--- src/hdl/lbp_pkg.sv ---
// ----------------------------------------------------------------------------
// lbp_pkg
// Types, codes and fixed-point constants shared by the layer blend pipeline.
// ----------------------------------------------------------------------------
package lbp_pkg;

    typedef struct packed {
        logic [7:0] src_red;
        logic [7:0] src_green;
        logic [7:0] src_blue;
        logic [7:0] src_alpha;
        logic [7:0] dst_red;
        logic [7:0] dst_green;
        logic [7:0] dst_blue;
        logic [7:0] dst_alpha;
    } pixel_in_t;

    typedef struct packed {
        logic [7:0] out_red;
        logic [7:0] out_green;
        logic [7:0] out_blue;
        logic [7:0] out_alpha;
    } pixel_out_t;

    typedef struct packed {
        logic advance;
    } lane_ctrl_t;

    localparam int unsigned CFG_INDEX_W = 1;
    localparam int unsigned CFG_DATA_W  = 8;

    localparam logic [CFG_INDEX_W-1:0] CFG_BLEND_MODE = 1'd0;
    localparam logic [CFG_INDEX_W-1:0] CFG_OPACITY    = 1'd1;

    localparam logic [2:0] MODE_NORMAL     = 3'd0;
    localparam logic [2:0] MODE_MULTIPLY   = 3'd1;
    localparam logic [2:0] MODE_SCREEN     = 3'd2;
    localparam logic [2:0] MODE_OVERLAY    = 3'd3;
    localparam logic [2:0] MODE_ADD        = 3'd4;
    localparam logic [2:0] MODE_SUBTRACT   = 3'd5;
    localparam logic [2:0] MODE_DIFFERENCE = 3'd6;

    localparam logic [7:0]  OPACITY_RESET = 8'd255;
    localparam logic [7:0]  BYTE_MAX      = 8'd255;
    localparam logic [15:0] UNIT2         = 16'd65025;

    // Color channel: quotient of (2N + 255*65025) by 510*65025.
    localparam logic [32:0] CH_ROUND = 33'd16581375;
    localparam logic [24:0] CH_DIV   = 25'd33162750;
    localparam logic [16:0] CH_RECIP = 17'd66310;

    // Alpha channel: quotient of (2P + 65025) by 2*65025.
    localparam logic [24:0] AL_ROUND = 25'd65025;
    localparam logic [16:0] AL_DIV   = 17'd130050;
    localparam logic [16:0] AL_RECIP = 17'd66051;

    function automatic logic [15:0] times_255(input logic [7:0] v);
        times_255 = {v, 8'd0} - {8'd0, v};
    endfunction

endpackage

--- src/hdl/lbp_lane.sv ---
// ----------------------------------------------------------------------------
// lbp_lane
// One color channel: blend mode, alpha mix and rounded constant division.
// ----------------------------------------------------------------------------
module lbp_lane (
    input  logic              clk,
    input  lbp_pkg::lane_ctrl_t ctrl,
    input  logic [2:0]        mode,
    input  logic [7:0]        base,
    input  logic [7:0]        blend,
    input  logic [15:0]       alpha_eff,
    output logic [7:0]        result
);

    logic [7:0]  base_inv;
    logic [7:0]  blend_inv;
    logic [15:0] prod_direct;
    logic [15:0] prod_inverse;
    logic [8:0]  sum_bytes;
    logic [7:0]  delta;
    logic [15:0] mix_next;

    logic [15:0] alpha_reg;
    logic [15:0] keep_reg;
    logic [15:0] base_scaled_reg;
    logic [15:0] mix_reg;

    logic [31:0] keep_part_reg;
    logic [31:0] mix_part_reg;

    logic [32:0] sum_parts;
    logic [32:0] num_next;
    logic [32:0] num_reg;

    logic [32:0] est_prod;
    logic [7:0]  est_reg;
    logic [32:0] num_late_reg;

    logic [8:0]  est_up;
    logic [33:0] thresh;
    logic [7:0]  quot_next;
    logic [7:0]  result_reg;

    assign base_inv     = lbp_pkg::BYTE_MAX - base;
    assign blend_inv    = lbp_pkg::BYTE_MAX - blend;
    assign prod_direct  = 16'(base) * 16'(blend);
    assign prod_inverse = 16'(base_inv) * 16'(blend_inv);
    assign sum_bytes    = {1'b0, base} + {1'b0, blend};
    assign delta        = (base > blend) ? (base - blend) : (blend - base);

    always_comb
    begin
        unique case (mode)
            lbp_pkg::MODE_MULTIPLY:
            begin
                mix_next = prod_direct;
            end
            lbp_pkg::MODE_SCREEN:
            begin
                mix_next = lbp_pkg::UNIT2 - prod_inverse;
            end
            lbp_pkg::MODE_OVERLAY:
            begin
                if (!base[7])
                begin
                    mix_next = 16'({prod_direct, 1'b0});
                end
                else
                begin
                    mix_next = lbp_pkg::UNIT2 - 16'({prod_inverse, 1'b0});
                end
            end
            lbp_pkg::MODE_ADD:
            begin
                mix_next = (sum_bytes >= 9'd255) ? lbp_pkg::UNIT2
                                                 : lbp_pkg::times_255(sum_bytes[7:0]);
            end
            lbp_pkg::MODE_SUBTRACT:
            begin
                mix_next = (base > blend) ? lbp_pkg::times_255(delta) : 16'd0;
            end
            lbp_pkg::MODE_DIFFERENCE:
            begin
                mix_next = lbp_pkg::times_255(delta);
            end
            default:
            begin
                mix_next = lbp_pkg::times_255(blend);
            end
        endcase
    end

    assign sum_parts = 33'(keep_part_reg) + 33'(mix_part_reg);
    assign num_next  = {sum_parts[31:0], 1'b0} + lbp_pkg::CH_ROUND;
    assign est_prod  = 33'(num_reg[32:17]) * 33'(lbp_pkg::CH_RECIP);

    // The estimate is never above the true quotient and at most one below it.
    assign est_up    = {1'b0, est_reg} + 9'd1;
    assign thresh    = 34'(est_up) * 34'(lbp_pkg::CH_DIV);
    assign quot_next = ({1'b0, num_late_reg} >= thresh) ? est_up[7:0] : est_reg;

    always_ff @(posedge clk)
    begin
        if (ctrl.advance)
        begin
            alpha_reg       <= alpha_eff;
            keep_reg        <= lbp_pkg::UNIT2 - alpha_eff;
            base_scaled_reg <= lbp_pkg::times_255(base);
            mix_reg         <= mix_next;
            keep_part_reg   <= base_scaled_reg * keep_reg;
            mix_part_reg    <= mix_reg * alpha_reg;
            num_reg         <= num_next;
            est_reg         <= est_prod[31:24];
            num_late_reg    <= num_reg;
            result_reg      <= quot_next;
        end
    end

    assign result = result_reg;

endmodule

--- config.mk ---
export PLATFORM = sky130hd
export DESIGN_NAME = lbp_lane
export DESIGN_NICKNAME = d
export VERILOG_FILES = /design/src/hdl/lbp_pkg.sv /design/src/hdl/lbp_lane.sv
export SDC_FILE = /design/constraint.sdc
export NUM_CORES = 2
export LEC_CHECK = 0
export ABC_AREA = 0
export BUFFER_PORTS_ARGS = -buffer_cell sky130_fd_sc_hd__buf_2
export CAP_MARGIN = 20
export CORE_MARGIN = 8
export CORE_UTILIZATION = 50
export DETAILED_ROUTE_END_ITERATION = 10
export PLACE_DENSITY = 0.65
export SLEW_MARGIN = 20
export SYNTH_ARGS = -nofsm -noshare
export SYNTH_HDL_FRONTEND = slang
export SYNTH_SLANG_ARGS = --single-unit
--- constraint.sdc ---
create_clock -name clk -period 14.5 [get_ports clk]
set_input_delay 1.45 -clock clk [delete_from_list [all_inputs] [get_ports clk]]
set_output_delay 1.45 -clock clk [all_outputs]
set_load 0.005 [all_outputs]
=== Word level (Yosys, flattened, before mapping) ===
Index checks and enable logic that the tools add are counted.

* Flip-flop bits (word level): 210
* Bits of input ports: 37
* Output and inout bits: 8
* Logic and storage cells: 46

* $mul: 6
* Order comparisons: 3
* Equality and inequality tests: 6
* Multiplexer cells: 6
* Add/subtract/negate cells: 15

{| class="wikitable"
|+ Operator list
! operator !! count
|-
| $pmux W16 S6 || 1
|-
| $mul A16 B16 Y32 || 2
|-
| $sub A16 B8 Y16 || 4
|-
| $mux W16 || 3
|-
| $sub A16 B16 Y16 const A || 3
|-
| $ge A33 B34 Y1 || 1
|-
| $add A33 B24 Y33 const B || 1
|-
| $mul A9 B24 Y33 const B || 1
|-
| $add A32 B32 Y32 || 1
|-
| $mul A8 B8 Y16 || 2
|-
| $mul A16 B16 Y31 const B || 1
|-
| $mux W8 || 2
|-
| $sub A8 B8 Y8 || 2
|-
| $sub A8 B8 Y8 const A || 2
|-
| $add A8 B1 Y9 const B || 1
|-
| $add A8 B8 Y9 || 1
|-
| $eq A3 B3 Y1 const B || 3
|-
| $ge A9 B8 Y1 const B || 1
|-
| $gt A8 B8 Y1 || 1
|-
| $eq A3 B2 Y1 const B || 2
|-
| $eq A3 B1 Y1 const B || 1
|}

=== Longest topological paths before layout ===
* Depth after elaboration: 5
* Gate-level depth with buffers: 36
* Mapped depth without buffers: 34

=== Worst setup path before layout ===
Ideal clock, no wire load.

* Path type: reg2reg
* From: reg est_reg[0]
* To: reg result_reg[1], in the netlist result[1] (data pin)
* Stages on the path, launching flop included: 34
* Slack: 5.868 ns
* Setup time: 0.260 ns
* Arrival: 8.372 ns
* Path buffers: 2
* Cells stage by stage: edfxtp_1 -> clkbuf_1 -> and3_1 -> and3_1 -> clkbuf_1 -> nand3_1 -> xnor2_1 -> fa_1 -> fa_1 -> inv_1 -> fa_1 -> inv_1 -> fa_1 -> inv_1 -> ha_1 -> a21o_1 -> nand2_1 -> nand3_1 -> nand4_1 -> a2111oi_0 -> o31a_1 -> nor2_1 -> o21ai_0 -> xnor2_1 -> ha_1 -> a21oi_1 -> o21ai_0 -> a2111oi_0 -> o211ai_1 -> a2111oi_0 -> nor2_1 -> a41oi_1 -> nand3_1 -> mux2_2

* Cells in the longest elaborated chain, start to end: 4

{| class="wikitable"
|+ RTL lines
! element !! line !! text
|-
| start: declaration || lbp_lane.sv:36 || <nowiki>logic [7:0] est_reg;</nowiki>
|-
| start signal: assignment || lbp_lane.sv:113 || <nowiki>est_reg <= est_prod[31:24];</nowiki>
|-
| $add A8 B1 Y9 * || lbp_lane.sv:98 || <nowiki>assign est_up = {1'b0, est_reg} + 9'd1;</nowiki>
|-
| $mul A9 B24 Y33 || lbp_lane.sv:99 || <nowiki>assign thresh = 34'(est_up) * 34'(lbp_pkg::CH_DIV);</nowiki>
|-
| $ge A33 B34 Y1 || lbp_lane.sv:100 || <nowiki>assign quot_next = ({1'b0, num_late_reg} >= thresh) ? est_up[7:0] : est_reg;</nowiki>
|-
| $mux W8 * || lbp_lane.sv:100 ||
|-
| via quot_next[1] || lbp_lane.sv:41 || <nowiki>logic [7:0] quot_next;</nowiki>
|-
| end signal: assignment || lbp_lane.sv:115 || <nowiki>result_reg <= quot_next;</nowiki>
|-
| end: declaration || lbp_lane.sv:42 || <nowiki>logic [7:0] result_reg;</nowiki>
|}

Mark *: on every way through the listed nets, which the timed path passes. The rest lies on a longest branch.
A chain may end at the register's enable or synchronous reset.

=== Worst setup path in the final report ===
Same ends and word-level chain as after synthesis.

==> impl_metrics.env <==
export IMPL_status="completed"
export IMPL_r2r_start="est_reg[0]$_DFFE_PP_"
export IMPL_synth_top_family_by_area="adder cells"
export IMPL_nets=5340
export IMPL_yosys_warnings=0
export IMPL_muxShareOfSynthArea=0.00325
export IMPL_worst_slew_pin_transition_ps=984
export IMPL_gp_congestion=0.954
export IMPL_cts_max_level=1
export IMPL_drive_above_1_share=0.0303
export IMPL_max_stage_delay_ps=850
export IMPL_dieArea_um2=87700
export IMPL_grt_first_pass_wirelength_mm=161
export IMPL_grt_pass1_vias=30700
export IMPL_row_count=102
export IMPL_die_y_um=296
export IMPL_most_common_layout_cells="769 x inv_1, 564 x ha_1, 538 x fa_1"
export IMPL_initial_core_util=0.505
export IMPL_ios=45
export IMPL_antenna_found_initial=0
export IMPL_numCtsBuffers=25
export IMPL_cts_resized=0
export IMPL_core_um2=77600
export IMPL_cts_path_max_buffers=3
export IMPL_finalSetupTns_ps=0
export IMPL_dp_hpwl_mm=77.3
export IMPL_clk_latency_ps=580
export IMPL_required_ps=14820
export IMPL_yosys_area_share_xor_xnor=0.0542
export IMPL_setup_violations=0
export IMPL_syn_num_nets=5382
export IMPL_avgSynthCellArea_um2=9.24
export IMPL_drt_iter0_drc=1796
export IMPL_startpoint="est_reg[0]$_DFFE_PP_"
export IMPL_holdPathStages=0
export IMPL_route_detailed_drc=0
export IMPL_path_class="reg2reg"
export IMPL_yosys_area_share_simple=0.144
export IMPL_synth_compound_area_frac=0.0983
export IMPL_io_buffers=44
export IMPL_rsz0062_at_grt="no"
export IMPL_area_growth_pct=4.99
export IMPL_routedWlPerCell_um=18.1
export IMPL_fmax_mhz=97.8
export IMPL_overflow=0
export IMPL_synthFlopType="edfxtp_1"
export IMPL_ys_seq_area_frac=0.158
export IMPL_vias=28800
export IMPL_diodes=0
export IMPL_layout_commonest_cell="inv_1"
export IMPL_hold_path_class="reg2reg"
export IMPL_ant_nets=0
export IMPL_groute_usage_overall=0.227
export IMPL_period_share=0.705
export IMPL_cts_root_buf="clkbuf_16"
export IMPL_worst_ep_arrival_time_ps=10550
export IMPL_syn_area_um2=39200
export IMPL_reg2reg_depth=31
export IMPL_slew_headroom=0.344
export IMPL_synthArstFlopShare=0
export IMPL_path_clk_slew_ps=60
export IMPL_hold_buffers=0
export IMPL_fin_crit_ps=10230
export IMPL_grt_max_degree=133
export IMPL_slew_violations=0
export IMPL_die_w_um=296
export IMPL_end_kind="flip-flop"
export IMPL_synthAdderAreaFrac=0.455
export IMPL_cp_slowest_cell="fa_1"
export IMPL_syn_instance_count=4243
export IMPL_critPathTopFamily="adder cells"
export IMPL_r2r_end="result[1]$_DFFE_PP_"
export IMPL_synth_edf_count=207
export IMPL_cp_depth=31
export IMPL_viasPerCell=5.48
export IMPL_crit_path_end="result[1]$_DFFE_PP_"
export IMPL_worstPathMaxFanout=9
export IMPL_cts_sinks=207
export IMPL_hold_viol=0
export IMPL_drv_cap=0
export IMPL_critPathLaunchType="flip-flop"
export IMPL_r2r_setup_slack_ps=4270
export IMPL_post_cts_buffers=0
export IMPL_drt_pass1_iterations=6
export IMPL_final_core_util=0.531
export IMPL_synth_cell_types=87
export IMPL_fin_skew_ps=17.6
export IMPL_wl_mm=95.4
export IMPL_yosys_register_bits=207
export IMPL_cts_tree="built"
export IMPL_critPathBufInv=4
## routing by layer
layer / routed length [µm] / GRT usage
met1: 41900 / 0.296
met2: 46000 / 0.395
met3: 4250 / 0.0233
met4: 3310 / 0.0717
met5: 0 / 0
## synth_stat cells (6+ instances only)
library cell  number  area share
clkinv_1          11      0.0011
nand4_1           19      0.0030
a211oi_1          17      0.0033
fa_1             538        0.27
nor3_1            38      0.0048
or2_2              9      0.0014
nand2b_1          32      0.0051
and3_1            20      0.0032
o21ai_0           96       0.012
nor2_1           183       0.018
nand3_1           67      0.0085
a211o_1           14      0.0031
a31oi_1           30      0.0048
ha_1             564        0.18
mux2i_1            6      0.0015
nor4_1            16      0.0026
buf_2              7     0.00089
or3_1             15      0.0024
nand2_1          525       0.050
a21o_1            72       0.014
a221oi_1          10      0.0022
and2_1           199       0.032
a2111oi_0         11      0.0025
o21bai_1          20      0.0038
a21oi_1          170       0.022
inv_1            769       0.074
nor2b_1           26      0.0041
o211ai_1          12      0.0023
o21a_1            27      0.0052
xor2_1            86       0.019
clkbuf_1         111       0.011
xnor2_1          154       0.034
o31ai_1           15      0.0029
o22ai_1           11      0.0018
nand3b_1           9      0.0017
mux2_2             6      0.0017
edfxtp_1         207        0.16
o31a_1             7      0.0016
nor3b_1            8      0.0015
o221ai_1           8      0.0018
## cells by family (layout without fill, tap and decap cells)
kind of cell / after synthesis / after routing
fa+ha+maj: 1102 / 1102
compound gates: 584 / 584
mux: 12 / 12
flops: 207 / 207
buf+inv: 906 / 883
xor+xnor: 241 / 241
simple gates: 1191 / 1191
## through the flow
stage	setup slack (ps)	hold slack [ps]	instances	cell area, µm²
after CTS	4290	415	5259	41100
after floorplan	5870	400	4243	39200
after global routing	3510	425	5260	41200
final	4270	411	5260	41200
after global placement	4470	400	5213	40300
after detailed placement	4310	405	5213	40300
## how the worst min path moves through the flow
stage | from | end | slack (ps)
6_report | num_reg[9]$_DFFE_PP_ | num_late_reg[9]$_DFFE_PP_ | 410
5_1_grt | num_reg[5]$_DFFE_PP_ | num_late_reg[5]$_DFFE_PP_ | 420
3_5_place_dp | num_reg[11]$_DFFE_PP_ | num_late_reg[11]$_DFFE_PP_ | 400
2_1_floorplan | num_reg[10]$_DFFE_PP_ | num_late_reg[10]$_DFFE_PP_ | 400
3_3_place_gp | num_reg[7]$_DFFE_PP_ | num_late_reg[7]$_DFFE_PP_ | 400
4_1_cts | num_reg[9]$_DFFE_PP_ | num_late_reg[9]$_DFFE_PP_ | 410
## cell type report
type                       instances  area (µm²)
sequential                       207        6220
multi-input combinational       3130       29600
clock inverter                    18         170
tap                             1040        1300
timing repair buffer              54         325
inverter                         783        2940
fill                            7244       36400
clock buffer                      28         637
Power is left out: the tool's default activity adds up to more than one toggle a clock period on the data nets, which glitch-free logic cannot reach.
