File: config.mk
export PLATFORM = sky130hd
export DESIGN_NAME = lbp_alpha
export DESIGN_NICKNAME = d
export VERILOG_FILES = /design/src/hdl/lbp_pkg.sv /design/src/hdl/lbp_alpha.sv
export SDC_FILE = /design/constraint.sdc
export NUM_CORES = 1
export LEC_CHECK = 0
export BUFFER_PORTS_ARGS = -buffer_cell sky130_fd_sc_hd__buf_2
export CORE_MARGIN = 3
export CORE_UTILIZATION = 60
export CTS_BUF_LIST = sky130_fd_sc_hd__clkbuf_4
export DETAILED_ROUTE_END_ITERATION = 7
export HOLD_SLACK_MARGIN = 0.05
export PLACE_DENSITY = 0.92
export SLEW_MARGIN = 25
export SYNTH_ARGS = -nofsm -noshare
export SYNTH_HDL_FRONTEND = slang
export SYNTH_SLANG_ARGS = --single-unit
File: constraint.sdc
create_clock -name clk -period 8.2 [get_ports clk]
set_input_delay 0.41 -clock clk [delete_from_list [all_inputs] [get_ports clk]]
set_output_delay 0.41 -clock clk [all_outputs]
set_load 0.005 [all_outputs]
File: src/hdl/lbp_pkg.sv
// ----------------------------------------------------------------------------
// lbp_pkg
// Types, codes and fixed-point constants shared by the layer blend pipeline.
// ----------------------------------------------------------------------------
package lbp_pkg;

    typedef struct packed {
        logic [7:0] src_red;
        logic [7:0] src_green;
        logic [7:0] src_blue;
        logic [7:0] src_alpha;
        logic [7:0] dst_red;
        logic [7:0] dst_green;
        logic [7:0] dst_blue;
        logic [7:0] dst_alpha;
    } pixel_in_t;

    typedef struct packed {
        logic [7:0] out_red;
        logic [7:0] out_green;
        logic [7:0] out_blue;
        logic [7:0] out_alpha;
    } pixel_out_t;

    typedef struct packed {
        logic advance;
    } lane_ctrl_t;

    localparam int unsigned CFG_INDEX_W = 1;
    localparam int unsigned CFG_DATA_W  = 8;

    localparam logic [CFG_INDEX_W-1:0] CFG_BLEND_MODE = 1'd0;
    localparam logic [CFG_INDEX_W-1:0] CFG_OPACITY    = 1'd1;

    localparam logic [2:0] MODE_NORMAL     = 3'd0;
    localparam logic [2:0] MODE_MULTIPLY   = 3'd1;
    localparam logic [2:0] MODE_SCREEN     = 3'd2;
    localparam logic [2:0] MODE_OVERLAY    = 3'd3;
    localparam logic [2:0] MODE_ADD        = 3'd4;
    localparam logic [2:0] MODE_SUBTRACT   = 3'd5;
    localparam logic [2:0] MODE_DIFFERENCE = 3'd6;

    localparam logic [7:0]  OPACITY_RESET = 8'd255;
    localparam logic [7:0]  BYTE_MAX      = 8'd255;
    localparam logic [15:0] UNIT2         = 16'd65025;

    // Color channel: quotient of (2N + 255*65025) by 510*65025.
    localparam logic [32:0] CH_ROUND = 33'd16581375;
    localparam logic [24:0] CH_DIV   = 25'd33162750;
    localparam logic [16:0] CH_RECIP = 17'd66310;

    // Alpha channel: quotient of (2P + 65025) by 2*65025.
    localparam logic [24:0] AL_ROUND = 25'd65025;
    localparam logic [16:0] AL_DIV   = 17'd130050;
    localparam logic [16:0] AL_RECIP = 17'd66051;

    function automatic logic [15:0] times_255(input logic [7:0] v);
        times_255 = {v, 8'd0} - {8'd0, v};
    endfunction

endpackage

File: src/hdl/lbp_alpha.sv
// ----------------------------------------------------------------------------
// lbp_alpha
// Alpha channel: source-over combination with rounded constant division.
// ----------------------------------------------------------------------------
module lbp_alpha (
    input  logic              clk,
    input  lbp_pkg::lane_ctrl_t ctrl,
    input  logic [7:0]        dst_alpha,
    input  logic [15:0]       alpha_eff,
    output logic [7:0]        result
);

    logic [15:0] alpha_reg;
    logic [7:0]  inv_reg;
    logic [7:0]  dst1_reg;
    logic [7:0]  dst2_reg;
    logic [7:0]  dst3_reg;
    logic [7:0]  dst4_reg;
    logic [23:0] part_reg;
    logic [24:0] num_reg;
    logic [24:0] num_late_reg;
    logic [7:0]  est_reg;

    logic [32:0] est_prod;
    logic [8:0]  est_up;
    logic [25:0] thresh;
    logic [7:0]  quot;
    logic [8:0]  total;
    logic [7:0]  result_reg;

    assign est_prod = 33'(num_reg[24:9]) * 33'(lbp_pkg::AL_RECIP);
    assign est_up   = {1'b0, est_reg} + 9'd1;
    assign thresh   = 26'(est_up) * 26'(lbp_pkg::AL_DIV);
    assign quot     = ({1'b0, num_late_reg} >= thresh) ? est_up[7:0] : est_reg;
    assign total    = {1'b0, dst4_reg} + {1'b0, quot};

    always_ff @(posedge clk)
    begin
        if (ctrl.advance)
        begin
            alpha_reg    <= alpha_eff;
            inv_reg      <= lbp_pkg::BYTE_MAX - dst_alpha;
            dst1_reg     <= dst_alpha;
            part_reg     <= 24'(alpha_reg) * 24'(inv_reg);
            dst2_reg     <= dst1_reg;
            num_reg      <= {part_reg, 1'b0} + lbp_pkg::AL_ROUND;
            dst3_reg     <= dst2_reg;
            est_reg      <= est_prod[31:24];
            num_late_reg <= num_reg;
            dst4_reg     <= dst3_reg;
            result_reg   <= total[8] ? lbp_pkg::BYTE_MAX : total[7:0];
        end
    end

    assign result = result_reg;

endmodule
# Word level (Yosys, flattened, before mapping)
# Cells that the tools add are included.
[word_totals]
out_inout_bits = 8
elab_cells = 20
inputBits = 26
regBits = 146
[op_classes]
mul = 3
addsub = 4
order_cmp = 1
n_mux = 1
[op_table]
columns = ["cell", "count"]
rows = [
  ["multiplier 16 x 17 -> 32 bit (second input constant)", 1],
  [">= comparator 25 x 26 -> 1 bit", 1],
  ["adder 25 x 16 -> 25 bit (second input constant)", 1],
  ["multiplier 9 x 16 -> 25 bit (second input constant)", 1],
  ["multiplier 16 x 8 -> 24 bit", 1],
  ["adder 8 x 1 -> 9 bit (second input constant)", 1],
  ["adder 8 x 8 -> 9 bit", 1],
  ["2-to-1 mux 8 bit", 1],
  ["subtractor 8 bit (first input constant)", 1],
]

# Logic depth before layout (Yosys ltp)
# Gate-level depths: netlist of run 1.
[logic_depth]
ltp_word = 5
mapped_depth = 39
depth_no_buf = 38

# Worst setup path after synthesis of run 1
# No wires, ideal clock.
[synth_timing]
path_kind = "flip-flop to flip-flop"
start = "reg est_reg[0]"
end = "reg result_reg[7], in the netlist result[7] (data pin)"
period_less_slack_ns = 7.940
path_stages_with_launch = 37
n_path_buf = 1
t_arrival_ns = 7.668
t_required_ns = 7.928
slack_ns = 0.260
setup_ns = 0.272
cell_sequence = "edfxtp_1 -> buf_2 -> nand3_1 -> nor2_1 -> xor2_1 -> inv_1 -> fa_1 -> inv_1 -> fa_1 -> inv_1 -> fa_1 -> inv_1 -> fa_1 -> inv_1 -> ha_1 -> inv_1 -> o21bai_1 -> a21oi_1 -> o21ai_0 -> mux2i_1 -> o2111a_1 -> ha_1 -> nand4_1 -> nor4_1 -> o31ai_1 -> nand3_1 -> o21ba_2 -> nor2_2 -> mux2i_1 -> ha_1 -> a21o_1 -> a21oi_1 -> o21ai_0 -> a21oi_1 -> o21ai_0 -> a2111oi_0 -> a31oi_1"
[synth_between]
elab_chain_len = 5
[synth_lines]
columns = ["element", "line", "source"]
rows = [
  ["start, declared", "lbp_alpha.sv:22", "logic [7:0] est_reg;"],
  ["start signal, assigned", "lbp_alpha.sv:48", "est_reg <= est_prod[31:24];"],
  ["adder 8 x 1 -> 9 bit", "lbp_alpha.sv:32", "assign est_up = {1'b0, est_reg} + 9'd1;"],
  ["multiplier 9 x 16 -> 25 bit", "lbp_alpha.sv:33", "assign thresh = 26'(est_up) * 26'(lbp_pkg::AL_DIV);"],
  [">= comparator 25 x 26 -> 1 bit", "lbp_alpha.sv:34", "assign quot = ({1'b0, num_late_reg} >= thresh) ? est_up[7:0] : est_reg;"],
  ["2-to-1 mux 8 bit *", "lbp_alpha.sv:34", ""],
  ["adder 8 x 8 -> 9 bit *", "lbp_alpha.sv:35", "assign total = {1'b0, dst4_reg} + {1'b0, quot};"],
  ["end signal, assigned", "lbp_alpha.sv:51", "result_reg <= total[8] ? lbp_pkg::BYTE_MAX : total[7:0];"],
  ["end, declared", "lbp_alpha.sv:29", "logic [7:0] result_reg;"],
]
# Mark *: on every way between the ends. The rest lies on a longest branch, timed or not.
# A chain may end at the register's enable or synchronous reset.

# Worst setup path in the final report of run 1
[layout_timing]
start = "reg est_reg[0]"
end = "reg result_reg[6], in the netlist result[6] (data pin)"
# Same word-level chain as after synthesis.

==> results.md, run 1 <==
- Non-Filler Instances: 1,557
- Main area contributors after synthesis: edfxtp_1 33%, ha_1 20%, fa_1 18%
- Worst setup path class: reg -> reg
- # IOs: 34
- Clk_skew: 0.0472 ns
- First-pass GRT wire length: 46,900 microns
- Antenna Cells: 0
- Critical path's largest stage delay: 0.53 ns
- Antenna Nets Post-Route: 0
- Min Tclk post-route: 8.18 ns
- Post-synth EDFFs: 144
- Placed Cells: 1,484
- Vias: 9,174
- Drt pass-1 iters: 5
- Fill count: 1,268
- FF-to-FF path depth: 39
- Share of cells above drive strength 1: 0.111
- Vert. Die Dim: 153 microns
- Area occupied by multi-input gates: 0.00803 sq mm
- Worst skew pair latency: 0.60 ns
- Required time of the critical path: 8.54 ns
- Max-cap check violation count: 0
- Slew Limit Headroom: 0.468
- GRT Total Usage: 0.247
- Synth async-reset ratio: 0
- Hold depth: 1
- Area growth syn-to-layout: 11.3%
- Final Hold Viols: 0
- Startpoint class of the critical path: register
- Post-Syn Area: 0.0130 sq mm
- Max FO, Critical Path: 7
- Top FF cell, synth: edfxtp_1
- Critical Path AT: 8.53 ns
- Total global routing overflow: 0
- Cells after synthesis: 1,173
- Count of cell types in the netlist: 57
- Num CTS Buffers: 17
- Clock root cell: clkbuf_4
- Residual DRC: 0
- Initial antenna violation count: 0
- Cell taking the most area after synthesis: edfxtp_1
- Routed wire length per instance: 19.1 microns
- Clk sinks: 144
- Final GP Congestion: 0.929
- Final setup fails: 0
- Sequential cell area: 0.00432 sq mm
- Period utilization: 0.998
- Vias in the first global route: 9,819
- Max Slew Vio Count: 0
- Die X: 153 microns
- DP HPWL: 20,700 microns
- Seq cells post-synth: 144
- Largest net degree at the start of global routing: 91
- Final #Nets: 1,618
- Sequential fraction of the synthesis area: 0.332
- Post-synth top area share: 0.332
- Buffers on Ports: 33
- Longest Clk Path Bufs: 2
- Status: complete, no violations
- Critical path capture point type: register
- Worst Hold Class: in -> reg
- Starting Density: 0.615
- Most frequent CP cell: inv_1
- Fmax: 0.122 GHz
- Level count of the clock H-tree: 4
- Site Rows: 53
- Total Routed Length: 29,700 microns
- Worst slew pin tran: 0.798 ns
- Via density per instance: 5.89
- CTS tree: built
- Syn avg cell area: 11.1 sq um
- Die area: 0.0235 sq mm
- Worst path slowest cell: fa_1
- CORE AREA: 0.0212 sq mm
- Clock slew at reported path FFs: 0.18 ns
- Yosys warns: 0
- Initial DRC count: 735
- Post-synthesis net count: 1,522
- Worst reg-to-reg setup slack: 0.02 ns
-- placed cells by master (no fill, tap or decap), drive strengths merged, types with 24 or more instances in the layout --
cell type and count:
xor2 24, edfxtp 144, dlygate4sd3 24, nand2 97, inv 227, and2 60, a21oi 35, nor2 33
buf 64, o21ai 29, xnor2 49, ha 205, fa 118
-- stage by stage --
stage | hold WS, ns | instance area, sq um | utilization | setup slack [ns] | setup TNS [ns]
after floorplan | 0.400 | 13000 | - | 0.260 | 0
after global placement | 0.400 | 13600 | 0.642 | 0.0754 | 0
after detailed placement | 0.405 | 13600 | 0.642 | -0.447 | -3.32
after CTS | 0.255 | 14300 | 0.674 | 0.00253 | 0
after global routing | 0.252 | 14500 | 0.684 | -0.199 | -1.31
final | 0.266 | 14500 | 0.684 | 0.0183 | 0
-- final timing paths --
| check | startpoint | endpoint |
|---|---|---|
| max | est_reg[0] | result[6] |
| min | ctrl | inv_reg[2] |
| max reg2reg | est_reg[0] | result[6] |
| min reg2reg | dst1_reg[4] | dst2_reg[4] |
-- area by class of cell --
cell class | count | area share
Tap cell | 275 | 0.0238
Clock inverter | 15 | 0.0131
Multi-Input combinational cell | 801 | 0.555
Sequential cell | 144 | 0.299
Clock buffer | 17 | 0.00881
Timing Repair Buffer | 88 | 0.0448
Inverter | 217 | 0.0563
-- critical path, delay by kind of cell (launching register included) --
family,cells,cell delay [ns]
adder cells (fa/ha/maj),9,3.23
AO/OA/AOI/OAI,8,1.49
AND/OR/NAND/NOR,9,0.96
XOR/XNOR,4,0.81
buffers and inverters,8,0.73
flip-flops,1,0.44
multiplexers,1,0.26
-- cells by family after synthesis --
group	share of synthesized area
adder cells (fa/ha/maj)	0.379
XOR/XNOR	0.0503
multiplexers	0.00308
flip-flops	0.332
AND/OR/NAND/NOR	0.107
buffers and inverters	0.0659
AO/OA/AOI/OAI	0.0619
-- cell usage after synthesis (all sizes together), types with 6 or more instances --
| cell | n |
|---|---|
| ha | 205 |
| xor2 | 24 |
| a21oi | 35 |
| a211oi | 6 |
| clkbuf | 10 |
| inv | 217 |
| o21a | 10 |
| xnor2 | 49 |
| nand2 | 97 |
| nor2 | 33 |
| nor3 | 18 |
| fa | 118 |
| and3 | 7 |
| nor2b | 7 |
| nor4 | 6 |
| a21o | 8 |
| nand2b | 6 |
| edfxtp | 144 |
| o21ai | 29 |
| nand3 | 23 |
| and2 | 60 |
| nand4 | 7 |
-- metal layers --
layer  share of wire  track usage  wire (microns)  up-vias
li1                -            -               -     4134
met5               0            0               0        -
met4           0.038        0.104            1140        0
met2            0.54        0.457           16000      427
met1            0.37        0.282           10900     4501
met3           0.058       0.0405            1720      112
-- what timing repair did --
action                     4_1_cts  5_1_grt
setup endpoints to repair        8        8
hold buffers                    24        0
gates resized for setup         16       30
pin swaps                        3       21
hold endpoints to repair        26        0
setup buffers                    6       11
Power of run 1 is left out: the tool's default activity adds up to more than one toggle a clock period on the data nets, which glitch-free logic cannot reach.
==> inputs of run 2 (changes only) <==
--- a/config.mk
+++ b/config.mk
@@ -5,6 +5,7 @@
 export SDC_FILE = /design/constraint.sdc
 export NUM_CORES = 1
 export LEC_CHECK = 0
+export ABC_AREA = 1
 export BUFFER_PORTS_ARGS = -buffer_cell sky130_fd_sc_hd__buf_2
 export CORE_MARGIN = 3
 export CORE_UTILIZATION = 60
@@ -16,3 +17,4 @@
 export SYNTH_ARGS = -nofsm -noshare
 export SYNTH_HDL_FRONTEND = slang
 export SYNTH_SLANG_ARGS = --single-unit
+export TNS_END_PERCENT = 50
==> results.md, run 2 <==
- Status: complete, no violations
- Setup TNS Final: 0 ns
- Worst skew pair latency: 0.58 ns
- Required time of the critical path: 8.54 ns
- Area growth syn-to-layout: 7.65%
- Startpoint class of the critical path: register
- Initial DRC count: 922
- # IOs: 34
- Hold depth: 1
- Cells after synthesis: 1,428
- Worst reg-to-reg setup slack: 0.51 ns
- Longest Clk Path Bufs: 2
- Clock slew at reported path FFs: 0.16 ns
- Top cells by count, synth: 310 x inv_1, 284 x nand2_1, 205 x ha_1, 144 x edfxtp_1, 118 x fa_1
- Total Routed Length: 30,700 microns
- Total global routing overflow: 0
- Critical path's largest stage delay: 0.58 ns
- First-pass GRT wire length: 50,000 microns
- Critical Path AT: 8.02 ns
- Clk sinks: 144
- Yosys warns: 0
- Antenna Nets Post-Route: 0
- Syn avg cell area: 9.53 sq um
- CORE AREA: 0.0220 sq mm
- Synth async-reset ratio: 0
- Vias: 10,200
- Max-cap check violation count: 0
- Clock root cell: clkbuf_4
- Sequential fraction of the synthesis area: 0.318
- Worst setup path class: reg -> reg
- Final Hold Viols: 0
- Post-synthesis net count: 1,777
- Most frequent CP cell: nand2_1
- Hold EP: dst1_reg[7]
- Max Slew Vio Count: 0
- Count leader, synth: inv_1
- Worst path slowest cell: fa_1
- Num CTS Buffers: 17
- Period utilization: 0.937
- Level count of the clock H-tree: 4
- Post-Syn Area: 0.0136 sq mm
- FF-to-FF path depth: 40
- Final GP Congestion: 0.915
- GRT Total Usage: 0.257
- DP HPWL: 22,800 microns
- Via density per instance: 5.76
- Worst slew pin tran: 0.947 ns
- Clk_skew: 0.0170 ns
- Routed wire length per instance: 17.3 microns
- Die area: 0.0245 sq mm
- Share of cells above drive strength 1: 0.0697
- Post-synth EDFFs: 144
- Max FO, Critical Path: 10
- Worst min-delay path startpoint: ctrl
- Commonest non-fill, non-tap cell in the layout: inv_1
- Site Rows: 54
- Most frequent cells in the layout: 309 x inv_1, 284 x nand2_1, 205 x ha_1, 144 x edfxtp_1, 117 x fa_1
- Starting Density: 0.618
- Post-synth top area share: 0.318
- Buffers on Ports: 33
- Drt pass-1 iters: 8
- Vias in the first global route: 10,700
- Antenna Cells: 0
- Crit Reg-Reg Endpoint: result[5]
- Largest net degree at the start of global routing: 79
- Count of cell types in the netlist: 39
- Critical path capture point type: register
- Top FF cell, synth: edfxtp_1
- Fmax: 0.130 GHz
- Final setup fails: 0
- Main area contributors after synthesis: edfxtp_1 32%, ha_1 19%, fa_1 17%
- Critical R2R Launch: est_reg[0]
- Initial antenna violation count: 0
- Final #Nets: 1,829
- Seq cells post-synth: 144
- CTS tree: built
- Cell taking the most area after synthesis: edfxtp_1
- Slew Limit Headroom: 0.368
- Worst Hold Class: in -> reg
- Min Tclk post-route: 7.69 ns
- Residual DRC: 0
- Die X: 157 microns
- Vert. Die Dim: 157 microns
## run 2: changes by cell type after synthesis, moves of 9 or more
| cell | change |
|---|---|
| a21oi_1 | +24 |
| and2_1 | -60 |
| clkbuf_1 | +21 |
| inv_1 | +93 |
| nand2_1 | +188 |
| nand2_2 | +9 |
| nand3_1 | +25 |
| nor2_1 | +17 |
| xnor2_1 | -27 |
| xor2_1 | +21 |
## run 2: stage by stage
step | utilization | cell area (sq um) | setup WS [ns] | instances | hold WS (ns)
CTS | 0.663 | 14600 | 0.128 | 1767 | 0.309
global route | 0.665 | 14700 | -0.0477 | 1773 | 0.309
global placement | 0.637 | 14000 | 0.445 | 1711 | 0.401
detailed placement | 0.637 | 14000 | 0.00657 | 1711 | 0.405
floorplan | - | 13600 | 0.944 | 1428 | 0.400
finish | 0.665 | 14700 | 0.514 | 1773 | 0.321
## run 2: how the worst max path moves through the flow
stage | to | start | cells past startpoint | slack, ns
after CTS | result[5] | est_reg[1] | 41 | 0.13
after global placement | result[5] | est_reg[1] | 41 | 0.45
after global routing | result[5] | est_reg[1] | 41 | -0.05
final | result[5] | est_reg[0] | 40 | 0.51
after floorplan | result[5] | est_reg[1] | 41 | 0.94
after detailed placement | result[5] | est_reg[1] | 41 | 0.007
## run 2: cell families after synthesis
logic type / share of synthesized area
compound gates: 0.0486
xor+xnor: 0.0418
fa+ha+maj: 0.362
buf+inv: 0.0963
flops: 0.318
simple gates: 0.134
## run 2: worst max-delay path: cells and delay by family, from the launching register on
family / cells / cell delay [ns]
AOI/OAI and AO/OA: 10 / 1.53
xor gates and xnor gates: 3 / 0.76
DFF: 1 / 0.40
adders and majority gates: 7 / 2.81
and+or+nand+nor: 14 / 1.27
buffers and inverters: 6 / 0.67
## run 2: per-layer routing
metal	up-vias	part of all wire	track usage
met3	175	0.071	0.0556
li1	4647	-	-
met1	4843	0.35	0.285
met4	0	0.051	0.116
met2	546	0.53	0.472
met5	-	0	0
## run 2: cell type report
type	instances	area, sq um
multi-input cells	937	8000
fillers	1468	7370
flip-flops and latches	144	4320
inverters	313	1180
repair buffers	67	487
well taps	280	350
clock inverters	15	189
clock buffers	17	128
## run 2: what timing repair did
| item | CTS | global route |
|---|---|---|
| hold buffers | 24 | 0 |
| setup buffers | 0 | 6 |
| endpoints found under the setup margin | 1 | 8 |
| pin swaps | 0 | 1 |
| resized for setup | 1 | 4 |
| endpoints found under the hold margin | 25 | 0 |
Power of run 2 is left out for the same reason.
==> inputs of run 3 (changes only) <==
--- a/config.mk
+++ b/config.mk
@@ -7,6 +7,7 @@
 export LEC_CHECK = 0
 export ABC_AREA = 1
 export BUFFER_PORTS_ARGS = -buffer_cell sky130_fd_sc_hd__buf_2
+export CAP_MARGIN = 10
 export CORE_MARGIN = 3
 export CORE_UTILIZATION = 60
 export CTS_BUF_LIST = sky130_fd_sc_hd__clkbuf_4
==> constraint.sdc (replaced) <==
create_clock -name clk -period 6.63 [get_ports clk]
set_input_delay 0.3315 -clock clk [delete_from_list [all_inputs] [get_ports clk]]
set_output_delay 0.3315 -clock clk [all_outputs]
set_load 0.005 [all_outputs]
==> results.md, run 3 (synthesis gave the netlist of run 2 again) <==
- Slew Limit Headroom: 0.503
- RSZ-0062 raised after global routing: yes
- Buffers on Ports: 33
- Longest Clk Path Bufs: 2
- Hold depth: 1
- Critical R2R Launch: est_reg[1]
- Max-cap check violation count: 0
- Largest net degree at the start of global routing: 52
- # IOs: 34
- Total global routing overflow: 0
- Vias: 10,800
- Num CTS Buffers: 17
- Placed inst area: 0.0145 sq mm
- Worst path slowest cell: fa_2
- CORE AREA: 0.0220 sq mm
- Final GP Congestion: 0.937
- Final WS setup: -0.785 ns
- Commonest non-fill, non-tap cell in the layout: inv_1
- Residual DRC: 0
- Clk sinks: 144
- Fill count: 1,344
- Min Tclk post-route: 7.42 ns
- Hold slack: 0.160 ns
- GRT Total Usage: 0.283
- Area growth syn-to-layout: 12.0%
- Vias in the first global route: 11,300
- Critical path's largest stage delay: 0.62 ns
- Fmax: 0.135 GHz
- Failing checks: negative setup slack
- Level count of the clock H-tree: 4
- Most frequent CP cell: nand2_2
- Sequential cell area: 0.00432 sq mm
- Initial DRC count: 1,156
- Worst slew pin tran: 0.745 ns
- Final Hold Viols: 0
- Max FO, Critical Path: 8
- First-pass GRT wire length: 54,500 microns
- Vert. Die Dim: 157 microns
- Layout Cell Area excl Fill: 0.0152 sq mm
- Crit Reg-Reg Endpoint: result[7]
- Site Rows: 54
- Worst Hold Class: in -> reg
- Drt pass-1 iters: 7
- Worst reg-to-reg setup slack: -0.79 ns
- Worst min-delay path startpoint: ctrl
- Startpoint class of the critical path: register
- Starting Density: 0.618
- Routed wire length per instance: 19.0 microns
- Worst skew pair latency: 0.61 ns
- Critical path capture point type: register
- Period utilization: 1.12
- Worst setup path class: reg -> reg
- Clock slew at reported path FFs: 0.18 ns
- Share of cells above drive strength 1: 0.131
- Critical Path AT: 7.76 ns
- Status: finished, violations left
- Die area: 0.0245 sq mm
- Initial antenna violation count: 1
- CTS tree: built
- Final #Nets: 1,881
- Clock root cell: clkbuf_4
- Most frequent cells in the layout: 301 x inv_1, 272 x nand2_1, 196 x ha_1, 144 x edfxtp_1, 116 x fa_1
- Via density per instance: 5.91
- Max Slew Vio Count: 0
- Die X: 157 microns
- Clk_skew: 0.0418 ns
- Antenna Nets Post-Route: 0
- Hold EP: inv_reg[5]
- Setup TNS Final: -6.04 ns
- Required time of the critical path: 6.98 ns
- Area occupied by multi-input gates: 0.00822 sq mm
- Total Routed Length: 34,700 microns
- DP HPWL: 24,000 microns
- FF-to-FF path depth: 40
- Final setup fails: 8
[run 3: worst max-delay path: cells and delay by family (launching register included)]
family          cells  cell delay, ns
xor+xnor            2            0.39
compound gates      7            0.99
simple gates       16            1.49
flops               1            0.50
buf+inv             6            0.63
fa+ha+maj           9            3.18
[run 3: final cells by class]
class | count | share of cell area
Multi-Input combinational cell | 937 | 0.539
Timing Repair Buffer | 119 | 0.0591
Sequential cell | 144 | 0.284
Clock buffer | 17 | 0.00837
Antenna cell | 1 | 0.000164
Clock inverter | 15 | 0.00936
Inverter | 313 | 0.0772
Tap cell | 280 | 0.0230
[run 3: per-layer routing]
layer	wire, microns	vias up	track usage
met2	17800	691	0.510
met3	2760	220	0.0492
met1	11800	5119	0.316
met5	0	-	0
met4	2410	0	0.159
li1	-	4755	-
[run 3: worst max path at each step]
stage / startpoint / to / slack (ns) / cells past startpoint
finish: est_reg[1] / result[7] / -0.79 / 40
global route: est_reg[1] / result[7] / -0.97 / 43
CTS: est_reg[0] / result[5] / -0.19 / 41
detailed placement: est_reg[0] / result[7] / -0.37 / 44
global placement: est_reg[1] / result[7] / 0.008 / 44
floorplan: est_reg[1] / result[7] / -0.05 / 42
[run 3: repair_timing]
action                     4_1_cts  5_1_grt
setup endpoints to repair        8        8
pin swaps                       25       13
setup buffers                   15        0
hold buffers                    24        0
hold endpoints to repair        32        0
resized for setup               25       14
[run 3: metrics by stage]
stage / util / std cells / setup slack (ns)
3_3_place_gp: 0.655 / 1753 / 0.00785
3_5_place_dp: 0.656 / 1754 / -0.375
5_1_grt: 0.692 / 1826 / -0.969
6_report: 0.692 / 1826 / -0.785
2_1_floorplan: - / 1428 / -0.0536
4_1_cts: 0.689 / 1825 / -0.192
Power of run 3 is left out for the same reason.
